$ cat config.mk
export PLATFORM = sky130hd
export DESIGN_NAME = scba_decode
export DESIGN_NICKNAME = d
export VERILOG_FILES = /design/src/rtl/scba_pkg.sv /design/src/rtl/scba_decode.sv
export SDC_FILE = /design/constraint.sdc
export NUM_CORES = 1
export LEC_CHECK = 0
export ABC_CLOCK_PERIOD_IN_PS = 3900
export BUFFER_PORTS_ARGS = -buffer_cell sky130_fd_sc_hd__buf_2
export CORE_MARGIN = 1.5
export CORE_UTILIZATION = 47
export DETAILED_ROUTE_END_ITERATION = 12
export GPL_ROUTABILITY_DRIVEN = 0
export PLACE_DENSITY = 0.95
export SLEW_MARGIN = 15
export SYNTH_ARGS = -nofsm -noshare
export SYNTH_HDL_FRONTEND = slang
export SYNTH_SLANG_ARGS = --single-unit
$ cat constraint.sdc
create_clock -name vclk -period 3.9
set_input_delay 0.39 -clock vclk [all_inputs]
set_output_delay 0.39 -clock vclk [all_outputs]
set_load 0.01 [all_outputs]
$ cat src/rtl/scba_pkg.sv
// Shared types and constants of the size-class block allocator.
`timescale 1ns / 1ps

package scba_pkg;

  localparam int unsigned HEAP_BYTES    = 1048576;
  localparam int unsigned NUM_CLASSES   = 13;
  localparam int unsigned MIN_BLOCK     = 16;
  localparam int unsigned GRANULE_BYTES = 16;

  localparam int unsigned ADDR_W  = 20;
  localparam int unsigned SIZE_W  = 16;
  localparam int unsigned IDX_W   = 16;
  localparam int unsigned LINK_W  = IDX_W + 1;
  localparam int unsigned ARENA_W = 17;
  localparam int unsigned CLS_W   = 4;

  // link store holds one entry per granule; heap size is a power of two
  localparam int unsigned LINK_DEPTH     = HEAP_BYTES / GRANULE_BYTES;
  localparam int unsigned LINK_RAM_DEPTH = (LINK_DEPTH < 65536) ? LINK_DEPTH : 65536;
  localparam int unsigned LINK_AW        = $clog2(LINK_RAM_DEPTH);
  localparam logic [ARENA_W-1:0] ARENA_CAP = ARENA_W'(LINK_RAM_DEPTH);

  localparam int unsigned HEAD_AW = (NUM_CLASSES > 1) ? $clog2(NUM_CLASSES) : 1;

  typedef enum logic [2:0] {
    ST_REUSED  = 3'd0,
    ST_NEW     = 3'd1,
    ST_NOSPACE = 3'd2,
    ST_IGNORED = 3'd3,
    ST_FREED   = 3'd4
  } status_e;

  typedef enum logic {
    FN_ALLOC = 1'b0,
    FN_FREE  = 1'b1
  } func_e;

  typedef struct packed {
    logic              func;
    logic [SIZE_W-1:0] size;
    logic [ADDR_W-1:0] address;
  } req_t;

  typedef struct packed {
    logic [ADDR_W-1:0] address_out;
    status_e           status;
  } rsp_t;

  typedef struct packed {
    logic [CLS_W-1:0]   cls;
    logic               hit;
    logic [ARENA_W-1:0] gran;
  } dec_t;

endpackage

$ cat src/rtl/scba_decode.sv
// Request size decode: size class, class range check and block size in granules.
`timescale 1ns / 1ps

module scba_decode (
  input  scba_pkg::req_t req_i,
  output scba_pkg::dec_t dec_o
);
  import scba_pkg::*;

  logic [SIZE_W-1:0] size_m1;
  logic [CLS_W-1:0]  msb;
  logic [CLS_W-1:0]  cls;

  always_comb begin
    size_m1 = req_i.size - SIZE_W'(1);
    msb     = '0;
    for (int i = 0; i < SIZE_W; i++) begin
      if (size_m1[i]) begin
        msb = CLS_W'(i);
      end
    end
    // blocks above the minimum: class = ceil(log2(size)) - 4
    if (req_i.size <= SIZE_W'(MIN_BLOCK)) begin
      cls = '0;
    end else begin
      cls = msb - CLS_W'(3);
    end
    dec_o.cls  = cls;
    dec_o.hit  = (req_i.size != '0) && ({1'b0, cls} < (CLS_W + 1)'(NUM_CLASSES));
    dec_o.gran = ARENA_W'(1) << cls;
  end

endmodule

==> results.md, run 1 <==
- Slew headroom: 59.1%
- Unrepaired setup endpoints after global routing: false
- Largest family of logic cells by synthesized area: simple AND/OR/NAND/NOR gates
- Status: complete, no violations
- Minimum clock period: 3.78 ns
- Final Worst Setup Slack: 0.122 ns
- CLK BUF: 0
- Post-Synth XOR/XNOR Area: 8.41%
- PwrDens: 110 mW/mm²
- Seq_cells: 0
- First-pass GRT wire length: 5060 µm
- Min-Delay Endpoint: dec_o[17]
- Power, Total: 0.140 mW
- Count leader, synth: nor4_1
- Hold Fails Final Rpt: 0
- CP endpoint kind: primary output
- Fmax: 265 MHz
- Critical Path AT: 3.39 ns
- Critical path type: input port to primary output
- Clock Power Share: 0%
- Slowest cell on crit path: or4b_4
- Fin crit share: 96.9%
- Wire per inst: 14.7 µm
- Synth Area in Compound Gates: 27.8%
- Max-slew violation count: 0
- Syn nets: 191
- Yosys top cell by area: nor4_1
- Req. time, crit path: 3.51 ns
- Worst-Margin Slew: 0.608 ns
- Share of cells above drive strength 1: 34.8%
- Port Buffers: 37
- Mux cell area share after synthesis: 1.08%
- Total gr overflow: 0
- Ranking of synthesized cells by area: nor4_1 (7.2%), nor3_1 (4.8%), a21oi_1 (4.3%)
- Proportion of netlist area held by the largest area contributor: 7.21%
- Post-Synthesis Cells: 152
- Ys Warns: 0
- Crit path buffers/inverters: 4
- FF/Latch Area: 0 µm²
- Hpwl dp: 2340 µm
- Cell repeated most along the worst path: buf_2
- Total Routing Usage GR: 24.7%
- Post-route setup TNS: 0 ns
- Post-synth top cells: nor4_1 (12), nand2_1 (10), nor3_1 (10), a21oi_1 (9)
- Net Switching: 0.0841 mW
- Core ar.: 0.00202 mm²
- DRC: 0
- Drt first pass iters: 4
- Layout Utilization: 62.9%
- Largest net degree at the start of global routing: 12
- Die Ht: 50.1 µm
- Max-cap check violation count: 0
- Number of I/O pins: 59
- Fraction of power consumed by sequential logic: 0%
- Vias in the first global route: 1163
- Max stage delay on crit path: 0.54 ns
- Peak VDD IR: 0.0539 mV
- DR vias: 1353
- Synthesized area per cell: 6.85 µm²
- Largest delay share family, worst path: simple AND/OR/NAND/NOR gates
- Hold buffers post-CTS: 0
- Design area: 0.00127 mm²
- Leak: 0.478 nW
- Die area: 0.00251 mm²
- Hold depth: 4
- Comb pwr share: 100.0%
- Cell variety after synth: 57
- # diodes: 0
- Adder-Cell Fraction of Synth Area: 2.40%
- Initial antenna violation count: 0
- Crit. Startpoint: req_i[20]
- Post-route ant nets: 0
- Crit start category: input port
- Row cnt: 16
- Initial Util: 51.5%
- Worst Path Max Fanout: 7
- DR vias/cell: 6.41
- Post-Route WL: 3100 µm
- Placed Area: 0.00123 mm²
- Startpoint of the worst hold path: req_i[35]
- 1st-iter DRT viols: 65
- Crit path cell chain: buf_2 -> inv_1 -> ha_2 -> or4b_4 -> nor4b_2 -> o32ai_1 -> a32oi_1 -> nor2_2 -> o31a_1 -> inv_2 -> ha_4 -> xor2_4 -> nor4_1 -> buf_2
- Layout Nets: 225
- Sequential area share after synthesis: 0%
- Chip Width: 50.1 µm
- Simple-gate share of the synthesized area: 49.8%
- Syn Std Cell Area: 0.00104 mm²
- Hold crit path type: input port to primary output
- Layout area overhead: 22.2%
- Cell-internal power: 0.0558 mW
- Switch share: 60.1%
- Place WS: 0.0185 ns
- Setup violators final: 0
==> layout by cell type, fill, tap and decap left out, drive strengths merged, types with 2 or more instances in the layout <==
master   n
nand3b   5
nand3    6
nor3    12
or4      3
o21bai   3
o21ai    5
a21oi    9
nand2b   3
nand2   11
buf     44
ha       2
nand4    2
inv     10
o31ai    3
o211ai   2
and2     3
nor2     8
nor4b    3
a211o    2
xnor2    4
or2      2
nor4    12
a32oi    2
or3      8
xor2     3
==> cell type report <==
| cell class | count | area (µm²) |
|---|---|---|
| fillers | 193 | 749 |
| inverters | 10 | 37.5 |
| well taps | 27 | 33.8 |
| repair buffers | 44 | 238 |
| multi-input cells | 130 | 963 |
==> per-layer routing <==
metal / GRT usage [%] / up-vias / wire (µm)
li1: - / 648 / -
met4: 7.87 / 0 / 56
met3: 0.606 / 6 / 258
met2: 42.1 / 66 / 1540
met1: 33.2 / 633 / 1250
met5: 0 / - / 0
==> cell families after synthesis <==
family	Yosys count
xor gates and xnor gates	7
buffers and inverters	22
and+or+nand+nor	81
other	1
muxes	1
AOI/OAI and AO/OA	38
adders and majority gates	2
==> repair_timing <==
item	in CTS	in global routing
gates resized for setup	0	6
setup endpoints to repair	0	18
setup buffers	0	2
==> stage by stage <==
stage | hold WS [ns] | std cells
finish | 1.29 | 211
global route | 1.35 | 211
CTS | 1.28 | 209
detailed placement | 1.28 | 209
global placement | 1.27 | 209
floorplan | 1.04 | 152
==> worst min-delay path, delay by kind of cell <==
| family | cells | cell delay, ns |
|---|---|---|
| compound gates | 1 | 0.12 |
| buf+inv | 2 | 0.30 |
| simple gates | 1 | 0.08 |
==> power groups by stage <==
| stage | Clock [mW] | Combinational, mW | Sequential [mW] |
|---|---|---|---|
| 2_1_floorplan | 0 | 0.0905 | 0 |
| 3_3_place_gp | 0 | 0.125 | 0 |
| 3_5_place_dp | 0 | 0.129 | 0 |
| 4_1_cts | 0 | 0.130 | 0 |
| 5_1_grt | 0 | 0.153 | 0 |
| 6_report | 0 | 0.140 | 0 |
==> worst max-delay path by stage <==
stage	to	slack, ns	depth (start not counted)
4_1_cts	dec_o[8]	0.01	15
6_report	dec_o[4]	0.12	14
2_1_floorplan	dec_o[12]	0.25	14
3_3_place_gp	dec_o[8]	0.12	15
3_5_place_dp	dec_o[8]	0.02	15
5_1_grt	dec_o[0]	0.01	16
No activity file was read; power rests on OpenSTA's default activity.
==> run 2, diff against run 1 <==
--- a/config.mk
+++ b/config.mk
@@ -5,12 +5,13 @@
 export SDC_FILE = /design/constraint.sdc
 export NUM_CORES = 1
 export LEC_CHECK = 0
-export ABC_CLOCK_PERIOD_IN_PS = 3900
+export ABC_CLOCK_PERIOD_IN_PS = 3700
 export BUFFER_PORTS_ARGS = -buffer_cell sky130_fd_sc_hd__buf_2
+export CAP_MARGIN = 10
 export CORE_MARGIN = 1.5
 export CORE_UTILIZATION = 47
 export DETAILED_ROUTE_END_ITERATION = 12
-export GPL_ROUTABILITY_DRIVEN = 0
+export GPL_ROUTABILITY_DRIVEN = 1
 export PLACE_DENSITY = 0.95
 export SLEW_MARGIN = 15
 export SYNTH_ARGS = -nofsm -noshare
==> constraint.sdc (replaced) <==
create_clock -name vclk -period 3.7
set_input_delay 0.37 -clock vclk [all_inputs]
set_output_delay 0.37 -clock vclk [all_outputs]
set_load 0.01 [all_outputs]
==> run 2 against run 1 <==
  * The run now ends with setup timing left
  * Via count increased by 4.1%
  * Worst setup slack worse by 0.31 ns
  * Total power is 12% higher
  * Non-clock buffer count increased by 9
  * Die area is the same
  * Clock-buffer cell count unchanged
  * Sequential share of layout area stayed put
  * Flip-flop and latch count unchanged
  * Global-route usage fell by 0.45 points
  * Cell count is 4.3% higher
  * Largest cell class unchanged
  * Largest power group unchanged
==> results.md, run 2 (synthesis gave the netlist of run 1 again) <==
- Status: finished, violations left (was complete, no violations)
- Failing checks: setup timing
- Fin crit share: 105%
- Post-route setup TNS: -0.269 ns (was 0 ns)
- Critical path type: input port to primary output (unchanged)
- # diodes: 0 (unchanged)
- Min-Delay Endpoint: dec_o[17] (unchanged)
- Commonest non-fill, non-tap cell in the layout: buf_2 (unchanged)
- Peak VDD IR: 0.0583 mV (was 0.0539 mV)
- Hold depth: 4 (unchanged)
- Initial Util: 51.5% (unchanged)
- Port Buffers: 37 (unchanged)
- Max stage delay on crit path: 0.36 ns (was 0.54 ns)
- Number of I/O pins: 59 (unchanged)
- Largest net degree at the start of global routing: 11 (was 12)
- Die Ht: 50.1 µm (unchanged)
- Placed Area: 0.00130 mm² (was 0.00123 mm²)
- 1st-iter DRT viols: 52 (was 65)
- Hold crit path type: input port to primary output (unchanged)
- Fmax: 257 MHz
- CLK BUF: 0 (unchanged)
- Layout area overhead: 29.4% (was 22.2%)
- Core ar.: 0.00202 mm² (unchanged)
- Startpoint of the worst hold path: req_i[35] (unchanged)
- GR Layer Usage met2: 42.3% (was 42.1%)
- Total gr overflow: 0 (unchanged)
- CP endpoint kind: primary output (unchanged)
- Drt first pass iters: 4 (unchanged)
- Worst-Margin Slew: 0.661 ns (was 0.608 ns)
- Multi-input combinational cell area: 971 µm² (was 963 µm²)
- Layout Nets: 234 (was 225)
- Hold Fails Final Rpt: 0 (unchanged)
- Unrepaired setup endpoints after global routing: true (was false)
- Crit start category: input port (unchanged)
- Filler cell count: 175 (was 193)
- Die area: 0.00251 mm² (unchanged)
- Seq_cells: 0 (unchanged)
- PwrDens: 116 mW/mm² (was 110 mW/mm²)
- Crit path cell chain: buf_2 -> inv_1 -> ha_1 -> buf_4 -> or3_1 -> o21ai_0 -> a21oi_1 -> a311oi_1 -> o21ai_0 -> a21boi_1 -> inv_1 -> ha_4 -> inv_1 -> nand2_1 -> nor4_1 -> buf_2 (was buf_2 -> inv_1 -> ha_2 -> or4b_4 -> nor4b_2 -> o32ai_1 -> a32oi_1 -> nor2_2 -> o31a_1 -> inv_2 -> ha_4 -> xor2_4 -> nor4_1 -> buf_2)
- First-pass GRT wire length: 5020 µm (was 5060 µm)
- Post-route ant nets: 0 (unchanged)
- Chip Width: 50.1 µm (unchanged)
- GR Util met3: 2.73% (was 0.606%)
- Critical Path AT: 3.52 ns (was 3.39 ns)
- DR vias/cell: 6.40 (was 6.41)
- Most congested layer reported by global routing: met2 (unchanged)
- Hpwl dp: 2370 µm (was 2340 µm)
- Max-cap check violation count: 0 (unchanged)
- Cells after DPL: 218 (was 209)
- DR vias: 1408 (was 1353)
- Total Routing Usage GR: 24.2% (was 24.7%)
- Row cnt: 16 (unchanged)
- Slew headroom: 55.6% (was 59.1%)
- Post-Route WL: 3300 µm (was 3100 µm)
- Req. time, crit path: 3.33 ns (was 3.51 ns)
- Design area: 0.00135 mm² (was 0.00127 mm²)
- Slowest cell on crit path: or3_1 (was or4b_4)
- Vias in the first global route: 1186 (was 1163)
- Worst Path Max Fanout: 7 (unchanged)
- FF/Latch Area: 0 µm² (unchanged)
- Share of cells above drive strength 1: 39.4% (was 34.8%)
- Max-slew violation count: 0 (unchanged)
- Leak: 0.528 nW (was 0.478 nW)
- Commonest cells after routing, fill and taps aside: buf_2 (37), buf_4 (16), nor4_1 (11) (was buf_2 (37), nor4_1 (12), nand2_1 (10), nor3_1 (10), a21oi_1 (9))
- Minimum clock period: 3.89 ns
- Gpl congestion: 0.897
- Global Route met1 Usage: 32.0% (was 33.2%)
- Wire per inst: 15.0 µm (was 14.7 µm)
- Final Worst Setup Slack: -0.192 ns (was 0.122 ns)
- Cell repeated most along the worst path: inv_1 (was buf_2)
- DRC: 0 (unchanged)
- Setup violators final: 2 (was 0)
- Final Non-Filler Cells: 220 (was 211)
- Initial antenna violation count: 0 (unchanged)
## run 2: critical path, delay by kind of cell
family / cells / cell delay, ns
fa+ha+maj: 2 / 0.44
simple gates: 3 / 0.85
buf+inv: 6 / 0.79
compound gates: 5 / 1.05
## run 2: worst max path at each step
stage	from	endpoint	slack (ns)	depth (start not counted)
6_report	req_i[20]	dec_o[4]	-0.19	16
4_1_cts	req_i[20]	dec_o[8]	0.004	15
3_3_place_gp	req_i[20]	dec_o[8]	0.06	15
5_1_grt	req_i[20]	dec_o[4]	-0.32	16
3_5_place_dp	req_i[20]	dec_o[8]	-0.02	15
2_1_floorplan	req_i[20]	dec_o[12]	0.09	14
## run 2: final cells by class
type / count / area share (%)
Inverter: 10 / 2.79
Timing Repair Buffer: 53 / 22.7
Tap cell: 27 / 2.51
Multi-Input combinational cell: 130 / 72.1
## run 2: layer usage
layer / vias up / wire, µm
met5: - / 0
met2: 71 / 1630
met1: 661 / 1400
met4: 0 / 63
met3: 8 / 204
li1: 668 / -
## run 2: power by group
part	switching [mW]	total (mW)	leakage, nW	internal [mW]
clock network	0	0	0	0
registers	0	0	0	0
logic	0.0934	0.157	0.528	0.0636
## run 2: repair_timing
action                     CTS  global route
buffers inserted             0             2
hold buffers                 0             0
resized for setup            0             8
cloned                       0             0
setup endpoints to repair    4            18
pin swaps                    2             3
## run 2: through the flow
step	power, mW	worst slack (ns)	utilization (%)	hold WS, ns
floorplan	0.0954	0.0904	-	0.998
global placement	0.138	0.0564	64.1	1.23
detailed placement	0.142	-0.0207	64.1	1.25
CTS	0.142	0.00394	64.1	1.25
global route	0.170	-0.324	66.6	1.29
finish	0.157	-0.192	66.6	1.24
