`src/rtl/scba_ram.sv`:
```
// Generic single-write, single-read synchronous RAM with registered read data.
`timescale 1ns / 1ps

module scba_ram #(
  parameter int unsigned WIDTH = 17,
  parameter int unsigned DEPTH = 16,
  localparam int unsigned AW = (DEPTH > 1) ? $clog2(DEPTH) : 1
) (
  input  logic             clk_i,
  input  logic             we_i,
  input  logic [AW-1:0]    waddr_i,
  input  logic [WIDTH-1:0] wdata_i,
  input  logic             re_i,
  input  logic [AW-1:0]    raddr_i,
  output logic [WIDTH-1:0] rdata_o
);

  logic [WIDTH-1:0] mem_q [DEPTH];
  logic [WIDTH-1:0] rdata_q;

  always_ff @(posedge clk_i) begin
    if (we_i) begin
      mem_q[waddr_i] <= wdata_i;
    end
    if (re_i) begin
      rdata_q <= mem_q[raddr_i];
    end
  end

  assign rdata_o = rdata_q;

endmodule

```
`config.mk`:
```
export PLATFORM = sky130hd
export DESIGN_NAME = scba_ram
export DESIGN_NICKNAME = d
export VERILOG_FILES = /design/src/rtl/scba_ram.sv
export SDC_FILE = /design/constraint.sdc
export NUM_CORES = 1
export LEC_CHECK = 0
export BUFFER_PORTS_ARGS = -buffer_cell sky130_fd_sc_hd__buf_2
export CORE_MARGIN = 2
export CORE_UTILIZATION = 35
export CTS_CLUSTER_SIZE = 25
export DETAILED_ROUTE_END_ITERATION = 6
export GPL_TIMING_DRIVEN = 0
export PLACE_DENSITY = 0.55
export SYNTH_ARGS = -nofsm -noshare
export SYNTH_HDL_FRONTEND = slang
export SYNTH_SLANG_ARGS = --single-unit
```
`constraint.sdc`:
```
create_clock -name clk_i -period 3 [get_ports clk_i]
set_input_delay 0.45 -clock clk_i [delete_from_list [all_inputs] [get_ports clk_i]]
set_output_delay 0.45 -clock clk_i [all_outputs]
set_load 0.1 [all_outputs]
```
==> results of run 1 <==
==> power groups by stage <==
stage / Sequential, W / Combinational [W] / Clock [W]
finish: 0.00457 / 0.000561 / 0.00366
global route: 0.00458 / 0.000597 / 0.00390
CTS: 0.00457 / 0.000573 / 0.00375
detailed placement: 0.00465 / 0.000571 / 0
global placement: 0.00465 / 0.000540 / 0
floorplan: 0.00480 / 0.000222 / 0
==> per-stage QoR <==
step,hold slack [ps],worst slack (ps)
final,285,1050
after global routing,276,1030
after CTS,268,1080
after detailed placement,742,512
after global placement,726,-1120
after floorplan,549,425
==> registers in the layout (all words and copies together) (netlist names) <==
| register | count |
|---|---|
| mem_q | 272 |
| rdata_o | 17 |
==> layer usage <==
layer  global-route usage, %  wire, microns
met1                    17.7           9160
met2                    25.7          12100
met3                    2.84           1160
met4                    3.74            493
met5                       0              0
==> final cells by class <==
type	count	area, sq um	area share [%]
buffer	23	135	1.05
clock buffer	35	791	6.15
clock inverter	20	194	1.51
multi-input combinational	146	2040	15.9
sequential	289	8680	67.5
tap	396	495	3.86
timing repair buffer	61	510	3.97
==> worst paths after layout <==
path | cells past startpoint | slack, ps | endpoint
worst max register to register | 3 | 1500 | rdata_o[7]
worst min-delay path | 1 | 290 | mem_q[1][5]
worst min register to register | 3 | 750 | rdata_o[3]
worst max-delay path | 5 | 1050 | rdata_o[7]
==> synth_stat cells <==
cell type,instances,share of area (%)
clkbuf_2,1,0.046
nand2_1,18,0.63
and2_1,1,0.058
buf_2,8,0.37
buf_1,1,0.035
edfxtp_1,289,80
clkbuf_1,9,0.31
a22oi_1,34,2.4
mux4_2,65,14
nor3_1,4,0.19
or3b_2,1,0.081
nand2b_1,2,0.12
nand3b_1,2,0.14
mux4_1,3,0.73
nor2_1,13,0.45
nand3_1,1,0.046
buf_8,2,0.28
buf_6,2,0.21
nor2b_1,2,0.12
==> critical path, stage by stage <==
cell and delay [ps]:
clkbuf_1 210, clkbuf_1 730, mux4_2 440, a22oi_1 250, nand2_1 130
==> cell families after synthesis <==
family                 share of synthesized area (%)
muxes                                           14.3
DFF                                             80.3
AOI/OAI and AO/OA                               2.36
and+or+nand+nor                                 1.82
buffers and inverters                           1.25
==> flow_metrics.env, run 1 <==
export IMPL_status="finished clean"
export IMPL_antenna_left=0
export IMPL_power_density_nw_per_um2=684
export IMPL_ys_seq_area_share_pct=80.3
export IMPL_fin_area_sq_um=12800
export IMPL_hold_start="wdata_i[5]"
export IMPL_clock_path_buffers=3
export IMPL_fin_crit_sh_pct=64.9
export IMPL_seqPwrFrac_pct=52.0
export IMPL_avgViaCountPerCell=5.12
export IMPL_fin_tns_setup_ps=0
export IMPL_worstPathRequired_ps=3260
export IMPL_nFillCells=2610
export IMPL_setup_violations=0
export IMPL_ios=45
export IMPL_p_sw_share_pct=21.1
export IMPL_die_area_sq_um=32300
export IMPL_place_congestion=0.729
export IMPL_finalPower_w=0.00879
export IMPL_cp_end_kind="register"
export IMPL_synth_area_per_cell_sq_um=23.6
export IMPL_fin_util_pct=42.1
export IMPL_netlist_instances=458
export IMPL_tightest_slew_ps=921
export IMPL_die_y_microns=180
export IMPL_rows=64
export IMPL_wl_per_cell_microns=23.7
export IMPL_ys_ff_latch=289
export IMPL_antenna_found_initial=0
export IMPL_ys_warn_count=0
export IMPL_path_clk_slew_ps=60
export IMPL_path_max_fanout=10
export IMPL_dp_cells=915
export IMPL_groute_usage_overall_pct=14.3
export IMPL_period_needed_ps=1950
export IMPL_grt_pass1_wl_microns=34000
export IMPL_critPathLaunchType="primary input"
export IMPL_crit_start="raddr_i[1]"
export IMPL_max_freq_mhz=514
export IMPL_post_dp_hpwl_microns=15300
export IMPL_cp_arrival_ps=2210
export IMPL_layout_cells_most_common_list="edfxtp_1, mux4_2, buf_2"
export IMPL_postPlaceCellArea_sq_um=11900
export IMPL_firstDrtPassIters=5
export IMPL_cts_root_buf="clkbuf_16"
export IMPL_p_int_w=0.00693
export IMPL_syn2layout_area_growth_pct=18.9
export IMPL_cts_htree_levels=1
export IMPL_vdd_drop_max_uv=406
export IMPL_instances_no_fill=970
export IMPL_vias=4966
export IMPL_hold_violations=0
export IMPL_post_route_drc_count=0
export IMPL_p_comb_share_pct=6.4
export IMPL_finalWirelength_microns=23000
export IMPL_fp_coreArea_sq_um=30500
export IMPL_clkPwrFrac_pct=41.6
export IMPL_syn_area_sq_um=10800
export IMPL_max_cap_violations=0
export IMPL_postCtsSetupBuffers=0
export IMPL_die_x_microns=180
export IMPL_num_antenna_cells=0
export IMPL_drive_gt1_share_pct=34.3
export IMPL_insertion_delay_ps=540
export IMPL_min_path_type="in -> reg"
export IMPL_skew_ps=10.6
export IMPL_tritoncts="yes"
export IMPL_final_common_cell="edfxtp_1"
export IMPL_clock_sinks=289
export IMPL_critical_path_class="in -> reg"
export IMPL_postCtsHoldBufs=0
export IMPL_cts_resized=0
export IMPL_overflow=0
export IMPL_synth_cell_types=19
export IMPL_leakage_nw=4.12
export IMPL_cts_buffers=30
export IMPL_rsz0062_at_grt="false"
export IMPL_grt_pass1_vias=5317
export IMPL_fin_nets=579
export IMPL_slew_headroom_pct=38.6
export IMPL_initial_core_util_pct=35.4
export IMPL_grt_max_degree=18
export IMPL_r2r_start="mem_q[2][7]"
export IMPL_slew_viol_final=0
export IMPL_port_buffers=42
export IMPL_syn_num_nets=486
export IMPL_drt_iter0_drc=455
export IMPL_switching_power_w=0.00185
Power figures use the tool's default switching activity.
==> run 2: changes to the inputs <==
ABC_AREA = 1   (was unset)
clock period = 2 ns   (was 3 ns; I/O delays follow)
==> flow_metrics.env, run 2 <==
export IMPL_status="finished clean"
export IMPL_synth_area_leaders="edfxtp_1, nand2_1, nand3_1"
export IMPL_finalPower_w=0.0134
export IMPL_netlist_instances=1139
export IMPL_die_y_microns=191
export IMPL_place_congestion=0.779
export IMPL_postCtsSetupBuffers=0
export IMPL_postCtsHoldBufs=0
export IMPL_cp_depth=1
export IMPL_drive_gt1_share_pct=11.7
export IMPL_overflow=0
export IMPL_antenna_found_initial=0
export IMPL_layout_cells_most_common_list="nand2_1, edfxtp_1, inv_1"
export IMPL_ys_seq_area_share_pct=71.1
export IMPL_critical_path_class="reg -> out"
export IMPL_leakage_nw=6.00
export IMPL_vdd_drop_max_uv=627
export IMPL_min_path_type="in -> reg"
export IMPL_regMostFlops="mem_q"
export IMPL_max_cap_violations=0
export IMPL_path_cells="buf_2"
export IMPL_cts_buffers=30
export IMPL_groute_usage_overall_pct=18.0
export IMPL_finalWirelength_microns=32500
export IMPL_path_clk_slew_ps=60
export IMPL_cts_root_buf="clkbuf_16"
export IMPL_worst_path_largest_cell_delay_ps=420
export IMPL_ios=45
export IMPL_fp_coreArea_sq_um=34500
export IMPL_max_freq_mhz=621
export IMPL_die_area_sq_um=36400
export IMPL_post_dp_hpwl_microns=21800
export IMPL_period_needed_ps=1610
export IMPL_synth_flop_cell="edfxtp_1"
export IMPL_holdPathStages=1
export IMPL_rows=68
export IMPL_hold_violations=0
export IMPL_skew_ps=16.1
export IMPL_firstDrtPassIters=5
export IMPL_tightest_slew_ps=887
export IMPL_slew_headroom_pct=40.9
export IMPL_final_common_cell="nand2_1"
export IMPL_setup_violations=0
export IMPL_tritoncts="yes"
export IMPL_antenna_left=0
export IMPL_reg2regPathDepth=6
export IMPL_die_x_microns=191
export IMPL_ys_warn_count=0
export IMPL_ys_ff_latch=289
export IMPL_grt_max_degree=18
export IMPL_synth_edf_count=289
export IMPL_vias=8064
export IMPL_grt_pass1_wl_microns=47800
export IMPL_cp_arrival_ps=1310
export IMPL_grt_pass1_vias=7507
export IMPL_ys_async_sr_fraction_pct=0
export IMPL_initial_core_util_pct=35.4
export IMPL_wl_per_cell_microns=19.0
export IMPL_post_route_drc_count=0
export IMPL_num_antenna_cells=0
export IMPL_post_synth_top_count_cell="nand2_1"
export IMPL_worstPathRequired_ps=1700
export IMPL_cp_end_kind="primary output"
export IMPL_synth_cell_types=13
export IMPL_insertion_delay_ps=560
export IMPL_critPathLaunchType="register"
export IMPL_fin_tns_setup_ps=0
export IMPL_path_max_fanout=1
export IMPL_cts_htree_levels=1
export IMPL_fin_nets=1256
export IMPL_drt_iter0_drc=730
export IMPL_slew_viol_final=0
export IMPL_path_delay_family="buffers and inverters"
export IMPL_fin_crit_sh_pct=80.6
export IMPL_cp_num_buf_inv=1
export IMPL_synth_area_per_cell_sq_um=10.7
export IMPL_synth_common_cells="nand2_1, edfxtp_1, inv_1, nand3_1, buf_2"
export IMPL_avgViaCountPerCell=4.72
export IMPL_syn2layout_area_growth_pct=17.0
export IMPL_cts_resized=0
export IMPL_synth_top_cell_area_share_pct=71.1
export IMPL_syn_num_nets=1167
export IMPL_port_buffers=41
export IMPL_clock_sinks=289
export IMPL_critPathSlowestCell="buf_2"
export IMPL_clock_path_buffers=3
export IMPL_syn_area_sq_um=12200
export IMPL_power_density_nw_per_um2=937
export IMPL_rsz0062_at_grt="false"
export IMPL_yosys_area_top_type="edfxtp_1"
export IMPL_largest_reg_flops=272
## run 2: worst paths after layout
kind	start	endpoint	slack, ps
min	wdata_i[13]	mem_q[13][13]	130
min reg2reg	mem_q[10][5]	rdata_o[5]	740
max	rdata_o[12]	rdata_o[12]	390
max reg2reg	mem_q[4][9]	rdata_o[9]	720
## run 2: cell type report
class                           instances  area, sq um
Clock buffer                           35          791
Inverter                              210          788
Buffer                                 54          268
Sequential cell                       289         8680
Tap cell                              455          569
Clock inverter                         21          170
Multi-Input combinational cell        586         2500
Fill cell                            3275        20200
Timing Repair Buffer                   57          508
## run 2: cell families (layout without fill, tap and decap cells)
logic type | after synthesis | in the layout | synth area share (%)
buffers and inverters | 264 | 377 | 8.66
flip-flops | 289 | 289 | 71.1
AND/OR/NAND/NOR | 586 | 586 | 20.2
## run 2: report_power, final
group | leakage, nW | switching (W) | total, W | internal [W]
sequential | 2.63 | 0.0000291 | 0.00685 | 0.00682
clock | 0.474 | 0.00224 | 0.00543 | 0.00319
combinational | 2.90 | 0.000853 | 0.00110 | 0.000243
## run 2: worst register-to-register path, delay by kind of cell, from the launching register on
family,cells,cell delay [ps]
buffers and inverters,1,60
flip-flops,1,350
AND/OR/NAND/NOR,5,620
## run 2: per-stage QoR
stage	hold WS (ps)	area [sq um]	std cells	setup slack [ps]	util (%)
after floorplan	399	12200	1139	357	-
after global placement	703	13000	1635	-654	37.6
after detailed placement	711	13300	1651	-63.5	38.6
after CTS	119	14300	1707	361	41.4
after global routing	128	14300	1707	338	41.4
final	130	14300	1707	389	41.4
## run 2: metal layers
metal / vias to the layer above / share of wire (%) / global-route usage, % / wire length [microns]
met3: 51 / 7.7 / 2.80 / 2500
met2: 276 / 47 / 29.4 / 15300
li1: 3876 / - / - / -
met1: 3861 / 43 / 24.8 / 13900
met4: 0 / 2.6 / 5.78 / 838
met5: - / 0 / 0 / 0
==> run 3: changes to the inputs <==
clock period = 1.55 ns   (was 2 ns; I/O delays follow)
==> flow_metrics.env, run 3 (same netlist as run 2, synthesis figures left out) <==
export IMPL_rows=68
export IMPL_path_clk_slew_ps=60
export IMPL_seqCellArea_sq_um=8680
export IMPL_p_comb_share_pct=8.3
export IMPL_firstDrtPassIters=5
export IMPL_antenna_found_initial=0
export IMPL_min_path_type="in -> reg"
export IMPL_cp_end_kind="primary output"
export IMPL_grt_pass1_vias=7514
export IMPL_clkPwrFrac_pct=40.5
export IMPL_postCtsSetupBuffers=0
export IMPL_fp_coreArea_sq_um=34500
export IMPL_power_density_nw_per_um2=1210
export IMPL_nFillCells=3268
export IMPL_fin_tns_setup_ps=0
export IMPL_clock_sinks=289
export IMPL_vias=8084
export IMPL_drive_gt1_share_pct=11.7
export IMPL_regMostFlops="mem_q"
export IMPL_tightest_slew_ps=868
export IMPL_cp_num_buf_inv=1
export IMPL_fin_nets=1256
export IMPL_drt_iter0_drc=741
export IMPL_max_freq_mhz=660
export IMPL_seqPwrFrac_pct=51.2
export IMPL_status="finished clean"
export IMPL_instances_no_fill=1708
export IMPL_port_buffers=41
export IMPL_initial_core_util_pct=35.4
export IMPL_largest_reg_flops=272
export IMPL_finalWorstSetupSlack_ps=35.4
export IMPL_period_needed_ps=1510
export IMPL_multi_input_area_sq_um=2500
export IMPL_p_int_w=0.0132
export IMPL_overflow=0
export IMPL_die_y_microns=191
export IMPL_path_delay_family="buffers and inverters"
export IMPL_avgViaCountPerCell=4.73
export IMPL_worst_path_largest_cell_delay_ps=420
export IMPL_finalWirelength_microns=32600
export IMPL_hold_violations=0
export IMPL_antenna_left=0
export IMPL_post_dp_hpwl_microns=21800
export IMPL_die_area_sq_um=36400
export IMPL_max_cap_violations=0
export IMPL_place_congestion=0.779
export IMPL_final_common_cell="nand2_1"
export IMPL_p_sw_share_pct=23.3
export IMPL_setup_violations=0
export IMPL_fin_util_pct=41.5
export IMPL_die_x_microns=191
export IMPL_switching_power_w=0.00403
export IMPL_critPathLaunchType="register"
export IMPL_vdd_drop_max_uv=805
export IMPL_slew_viol_final=0
export IMPL_critical_path_class="reg -> out"
export IMPL_clock_path_buffers=3
export IMPL_groute_usage_overall_pct=18.0
export IMPL_path_max_fanout=1
export IMPL_grt_pass1_wl_microns=47800
export IMPL_worstPathRequired_ps=1320
export IMPL_fin_crit_sh_pct=97.7
export IMPL_tritoncts="yes"
export IMPL_ios=45
export IMPL_leakage_nw=6.01
export IMPL_cts_htree_levels=1
export IMPL_syn2layout_area_growth_pct=17.3
export IMPL_post_route_drc_count=0
export IMPL_insertion_delay_ps=550
export IMPL_layout_cells_most_common_list="nand2_1, edfxtp_1, inv_1"
export IMPL_critPathSlowestCell="buf_2"
export IMPL_rsz0062_at_grt="false"
export IMPL_place_ws_ps=-446
export IMPL_cts_root_buf="clkbuf_16"
export IMPL_slew_headroom_pct=42.1
export IMPL_cp_arrival_ps=1280
export IMPL_skew_ps=11.9
export IMPL_path_cells="buf_2"
export IMPL_wl_per_cell_microns=19.1
export IMPL_grt_max_degree=18
export IMPL_dp_cells=1651
export IMPL_cts_buffers=30
[run 3: cell types whose count changed in the layout (fill, tap and decap cells not counted)]
cell / before / now
buf_4: 8 / 13
clkbuf_4: 0 / 9
diode_2: 0 / 1
buf_2: 63 / 49
[run 3: final timing paths]
| kind | from | endpoint | slack (ps) | depth (start not counted) |
|---|---|---|---|---|
| hold reg to reg | mem_q[10][5] | rdata_o[5] | 740 | 6 |
| hold / removal | wdata_i[14] | mem_q[9][14] | 70 | 1 |
| setup / recovery | rdata_o[5] | rdata_o[5] | 40 | 1 |
| setup reg to reg | mem_q[4][9] | rdata_o[9] | 280 | 6 |
[run 3: per-layer routing]
metal  share of wire (%)  global-route usage [%]
met3                 7.1                    2.80
met5                   0                       0
met4                 2.5                    5.78
met1                  43                    24.8
met2                  47                    29.4
[run 3: final cells by class]
type	instances	share of cell area, %
clock buffers	35	5.52
plain buffers	54	1.87
flip-flops and latches	289	60.6
multi-input cells	586	17.5
repair buffers	57	3.79
well taps	455	3.98
inverters	210	5.51
clock inverters	21	1.19
diodes	1	0.0175
[run 3: through the flow]
stage,hold WS (ps),total power [W],area (sq um)
2_1_floorplan,331,0.00985,12200
5_1_grt,60.1,0.0179,14300
6_report,70.0,0.0173,14300
3_5_place_dp,644,0.0104,13300
3_3_place_gp,636,0.0104,13000
4_1_cts,51.5,0.0174,14300
[run 3: repair_timing]
action | 4_1_cts | 5_1_grt
gates cloned | 0 | 0
resized for setup | 5 | 9
endpoints found under the setup margin | 5 | 9
hold buffers | 0 | 0
[run 3: power by group through the flow]
stage / registers, W / logic (W) / clock network [W]
floorplan: 0.00928 / 0.000572 / 0
finish: 0.00884 / 0.00143 / 0.00700
detailed placement: 0.00901 / 0.00141 / 0
global route: 0.00885 / 0.00154 / 0.00747
global placement: 0.00901 / 0.00136 / 0
CTS: 0.00884 / 0.00142 / 0.00711
